File: src/design/mtie_pkg.sv
// Shared types and constants for the MTIE block.
`default_nettype none

package mtie_pkg;

    localparam int SAMPLE_BITS = 32;  // input phase field width
    localparam int SWING_BITS  = 32;  // result swing width
    localparam int WLEN_BITS   = 8;   // window_len register width

    // controller -> datapath
    typedef struct packed {
        logic load;    // item accepted: write ring, start series step
        logic read;    // issue one ring read, step pointer and count
        logic swing;   // fold window swing into the worst swing
        logic finish;  // last item: load result register, clear series
    } t_cmd;

    // datapath -> controller
    typedef struct packed {
        logic in_window;   // series holds at least m+1 samples
        logic scan_empty;  // no ring reads left
        logic scan_last;   // one ring read left
        logic is_last;     // current item closes the series
        logic out_free;    // result register can take a new item
    } t_status;

endpackage

`default_nettype wire

File: src/design/mtie_ctrl.sv
// Sequencing state machine for the MTIE block.
`default_nettype none

module mtie_ctrl (
    input  wire logic             i_clk,
    input  wire logic             i_rst_n,
    input  wire logic             i_valid,
    output logic                  o_stall,
    input  wire mtie_pkg::t_status i_status,
    output mtie_pkg::t_cmd        o_cmd
);

    typedef enum logic [2:0] {
        S_IDLE,
        S_CHECK,
        S_SCAN,
        S_DRAIN,
        S_SWING,
        S_FINISH
    } t_state;

    t_state r_state;
    t_state n_state;

    always_comb begin
        n_state = r_state;
        o_cmd   = '0;
        unique case (r_state)
            S_IDLE: begin
                o_cmd.load = i_valid;
                if (i_valid) begin
                    n_state = S_CHECK;
                end
            end
            S_CHECK: begin
                if (!i_status.in_window) begin
                    n_state = S_FINISH;
                end else if (i_status.scan_empty) begin
                    n_state = S_SWING;
                end else begin
                    n_state = S_SCAN;
                end
            end
            S_SCAN: begin
                o_cmd.read = 1'b1;
                if (i_status.scan_last) begin
                    n_state = S_DRAIN;
                end
            end
            S_DRAIN: begin
                n_state = S_SWING;  // last read data folds this cycle
            end
            S_SWING: begin
                o_cmd.swing = 1'b1;
                n_state     = S_FINISH;
            end
            S_FINISH: begin
                if (!i_status.is_last) begin
                    n_state = S_IDLE;
                end else if (i_status.out_free) begin
                    o_cmd.finish = 1'b1;
                    n_state      = S_IDLE;
                end
            end
            default: begin
                n_state = S_IDLE;
            end
        endcase
    end

    always_ff @(posedge i_clk) begin
        if (!i_rst_n) begin
            r_state <= S_IDLE;
        end else begin
            r_state <= n_state;
        end
    end

    assign o_stall = (r_state != S_IDLE);

endmodule

`default_nettype wire

File: config.mk
export PLATFORM = sky130hd
export DESIGN_NAME = mtie_ctrl
export DESIGN_NICKNAME = d
export VERILOG_FILES = /design/src/design/mtie_pkg.sv /design/src/design/mtie_ctrl.sv
export SDC_FILE = /design/constraint.sdc
export NUM_CORES = 1
export LEC_CHECK = 0
export ABC_AREA = 1
export BUFFER_PORTS_ARGS = -buffer_cell sky130_fd_sc_hd__buf_2
export CORE_AREA = 2 2 39 41
export CTS_CLUSTER_DIAMETER = 60
export CTS_CLUSTER_SIZE = 24
export DETAILED_ROUTE_END_ITERATION = 7
export DIE_AREA = 0 0 41 43
export SYNTH_ARGS = -nofsm -noshare
export SYNTH_HDL_FRONTEND = slang
export SYNTH_SLANG_ARGS = --single-unit
File: constraint.sdc
create_clock -name i_clk -period 0.97 [get_ports i_clk]
set_input_delay 0.0485 -clock i_clk [delete_from_list [all_inputs] [get_ports i_clk]]
set_output_delay 0.0485 -clock i_clk [all_outputs]
set_load 0.02 [all_outputs]
==> flow_metrics.tcl <==
set metrics [dict create \
    synth_top_area_cell "dfxtp_1" \
    htreeDepth 1 \
    worstHoldPathType "in2reg" \
    synth.top_cells.by_count "nor2_1 (11), inv_1 (5), nand2_1 (5), nor2_2 (5), nand3_1 (4)" \
    area_growth_pct 68.8 \
    drv_slew 0 \
    n_antenna_cell 0 \
    crit_path_end_kind "primary output" \
    yosysMostFrequentCell "nor2_1" \
    relSlewSlack_pct 90.1 \
    root_buffer "clkbuf_4" \
    finClkSkew_ps 5.13 \
    synthDominantCellAreaShare_pct 23.8 \
    setup_tns_ps -288 \
    largest_reg_flops 3 \
    first_pass_iters 2 \
    required_ps 920 \
    comb_power_share_pct 49.1 \
    max_freq_mhz 950 \
    gr-total-overflow 0 \
    seq_area_frac_synth_pct 23.8 \
    routedWlPerCell_um 8.01 \
    syn-num-nets 52 \
    largestRegisters "r_state (3)" \
    die_h_um 43 \
    yosys_warnings 0 \
    power_leakage_uw 0.000219 \
    drv_cap 0 \
    postCtsHoldBufs 0 \
    setup_viol 6 \
    synth-seq-cells 3 \
    ios 13 \
    clock-sinks 3 \
    finalCritPeriodShare_pct 109 \
    r2r_start "r_state[1]" \
    grt_usage_pct 7.32 \
    hp-start "i_rst_n" \
    final_core_utilization_pct 30.8 \
    cts_tree "done" \
    dp_hpwl_um 479 \
    clk_pin_slew_ps 40 \
    io_buffers 12 \
    seqPwrFrac_pct 25.1 \
    synth_area_um2 253 \
    dieArea_mm2 0.00176 \
    layout_setup_ws_ps -83.0 \
    avgSynthCellArea_um2 5.74 \
    grt_pass1_wl_um 862 \
    grt_max_degree 6 \
    layout-drive-gt1-share_pct 55.7 \
    grt_antenna_before_repair 0 \
    ys.flop_type "dfxtp_1" \
    synth-edff-count 0 \
    startpoint_type "flip-flop" \
    min_to "r_state[2]" \
    antenna_left 0 \
    vdd.ir_drop.worst_mv 0.685 \
    arrival_ps 1000 \
    vias_per_cell 4.14 \
    instances_no_fill 77 \
    fin_hold_ws_ps 70.3 \
    reg2regPathDepth 6 \
    violations "negative setup slack" \
    rsz0062_at_grt "true" \
    hold_depth 3 \
    path_class "reg2out" \
    r2r_setup_slack_ps -10 \
    dp_slack_ps 14.4 \
    drt_wl_total_um 617 \
    status "complete, but fails checks" \
    fin_nets 70 \
    fp.dieW_um 41 \
    pwr_density_cell_mw_per_mm2 1980 \
    synth_cells 44 \
    row_count 14 \
    worstSkewPairLatency_ps 230 \
    synth_area_leaders "dfxtp_1 (24%), nor2_1 (16%), nor2_2 (12%), nand3_1 (7.9%), nand3_2 (7.9%)" \
    p_sw_share_pct 41.1 \
    layout_min_cycle_time_ps 1050 \
    vias 319 \
    p_int_uw 498 \
    top_register "r_state" \
    worstMarginPinSlew_ps 148 \
    grt_pass1_vias 257 \
    netSwitchingPower_uw 347 \
    dpl.cell_count 72 \
    synth_cell_types 13 \
    drc_errors 0 \
    hold_viol 0 \
    initial_utilization_pct 18.3 \
    routabilityCongestion 0.765 \
    cts_buffers 3 \
    r2r_end "r_state[2]" \
    clkPwrFrac_pct 25.7 \
    async_flop_share_pct 0 \
    crit_fanout 5 \
    drt_iter0_drc 6 \
    clk_path_buf_depth 2 \
    core_mm2 0.00138 \
]
## cells in the final DEF, fill, tap and decap left out
master	Yosys	final
buf_2	0	8
nand3_2	2	2
nor2_4	0	1
nor3_4	0	1
clkbuf_4	0	3
clkinv_1	1	1
a21oi_1	1	1
nand2_2	0	1
inv_1	5	5
buf_6	0	4
clkbuf_1	0	1
nand3_1	4	4
buf_4	1	2
o21ai_1	2	2
nor2_2	5	6
nand2_1	5	4
dfxtp_4	0	3
inv_2	3	3
nor2_1	11	9
## power groups by stage
stage	registers, uW	logic (uW)	clock network (uW)
floorplan	175	267	0
global placement	190	335	0
detailed placement	192	339	0
CTS	206	401	227
global route	216	462	238
finish	212	415	218
## cell type report
cell class | count | area, um2
inverter | 9 | 33.8
tap | 16 | 20.0
clock buffer | 4 | 26.3
fill | 159 | 957
sequential | 3 | 71.3
multi-input combinational | 31 | 175
timing repair buffer | 14 | 100
## critical path: stages, from the launching register on
cell and delay, ps:
dfxtp_4 350, inv_2 110, nand3_1 80, nor2_1 90, buf_4 140
## timing repair
action | 4_1_cts | 5_1_grt
pin swaps | 3 | 2
buffers inserted | 1 | 0
gates resized for setup | 15 | 4
endpoints found under the setup margin | 5 | 7
## worst max path at each step
stage | start | cells past startpoint | slack, ps | end
floorplan | r_state[2] | 2 | -1 | o_cmd[2]
global placement | r_state[2] | 5 | 8 | r_state[0]
detailed placement | r_state[2] | 5 | 10 | r_state[0]
CTS | r_state[1] | 4 | -90 | o_cmd[3]
global route | r_state[1] | 4 | -140 | o_cmd[3]
finish | r_state[1] | 4 | -80 | o_cmd[0]
## routing by layer
layer / vias to the layer above / GRT usage, % / part of all wire, %
met1: 141 / 7.69 / 41
met3: 0 / 3.14 / 4.9
met5: - / 0 / 0
met2: 9 / 11.6 / 54
li1: 169 / - / -
met4: 0 / 4.00 / 0
## cell families after synthesis
group,after synthesis,synth area share [%]
simple gates,28,54.0
flops,3,23.8
compound gates,3,5.94
buf+inv,10,16.3
## stage by stage
step / total power [uW] / cell area [um2]
after CTS: 835 / 412
final: 845 / 427
after floorplan: 442 / 255
after detailed placement: 531 / 335
after global placement: 525 / 335
after global routing: 916 / 427
No activity file was read; power rests on OpenSTA's default activity.
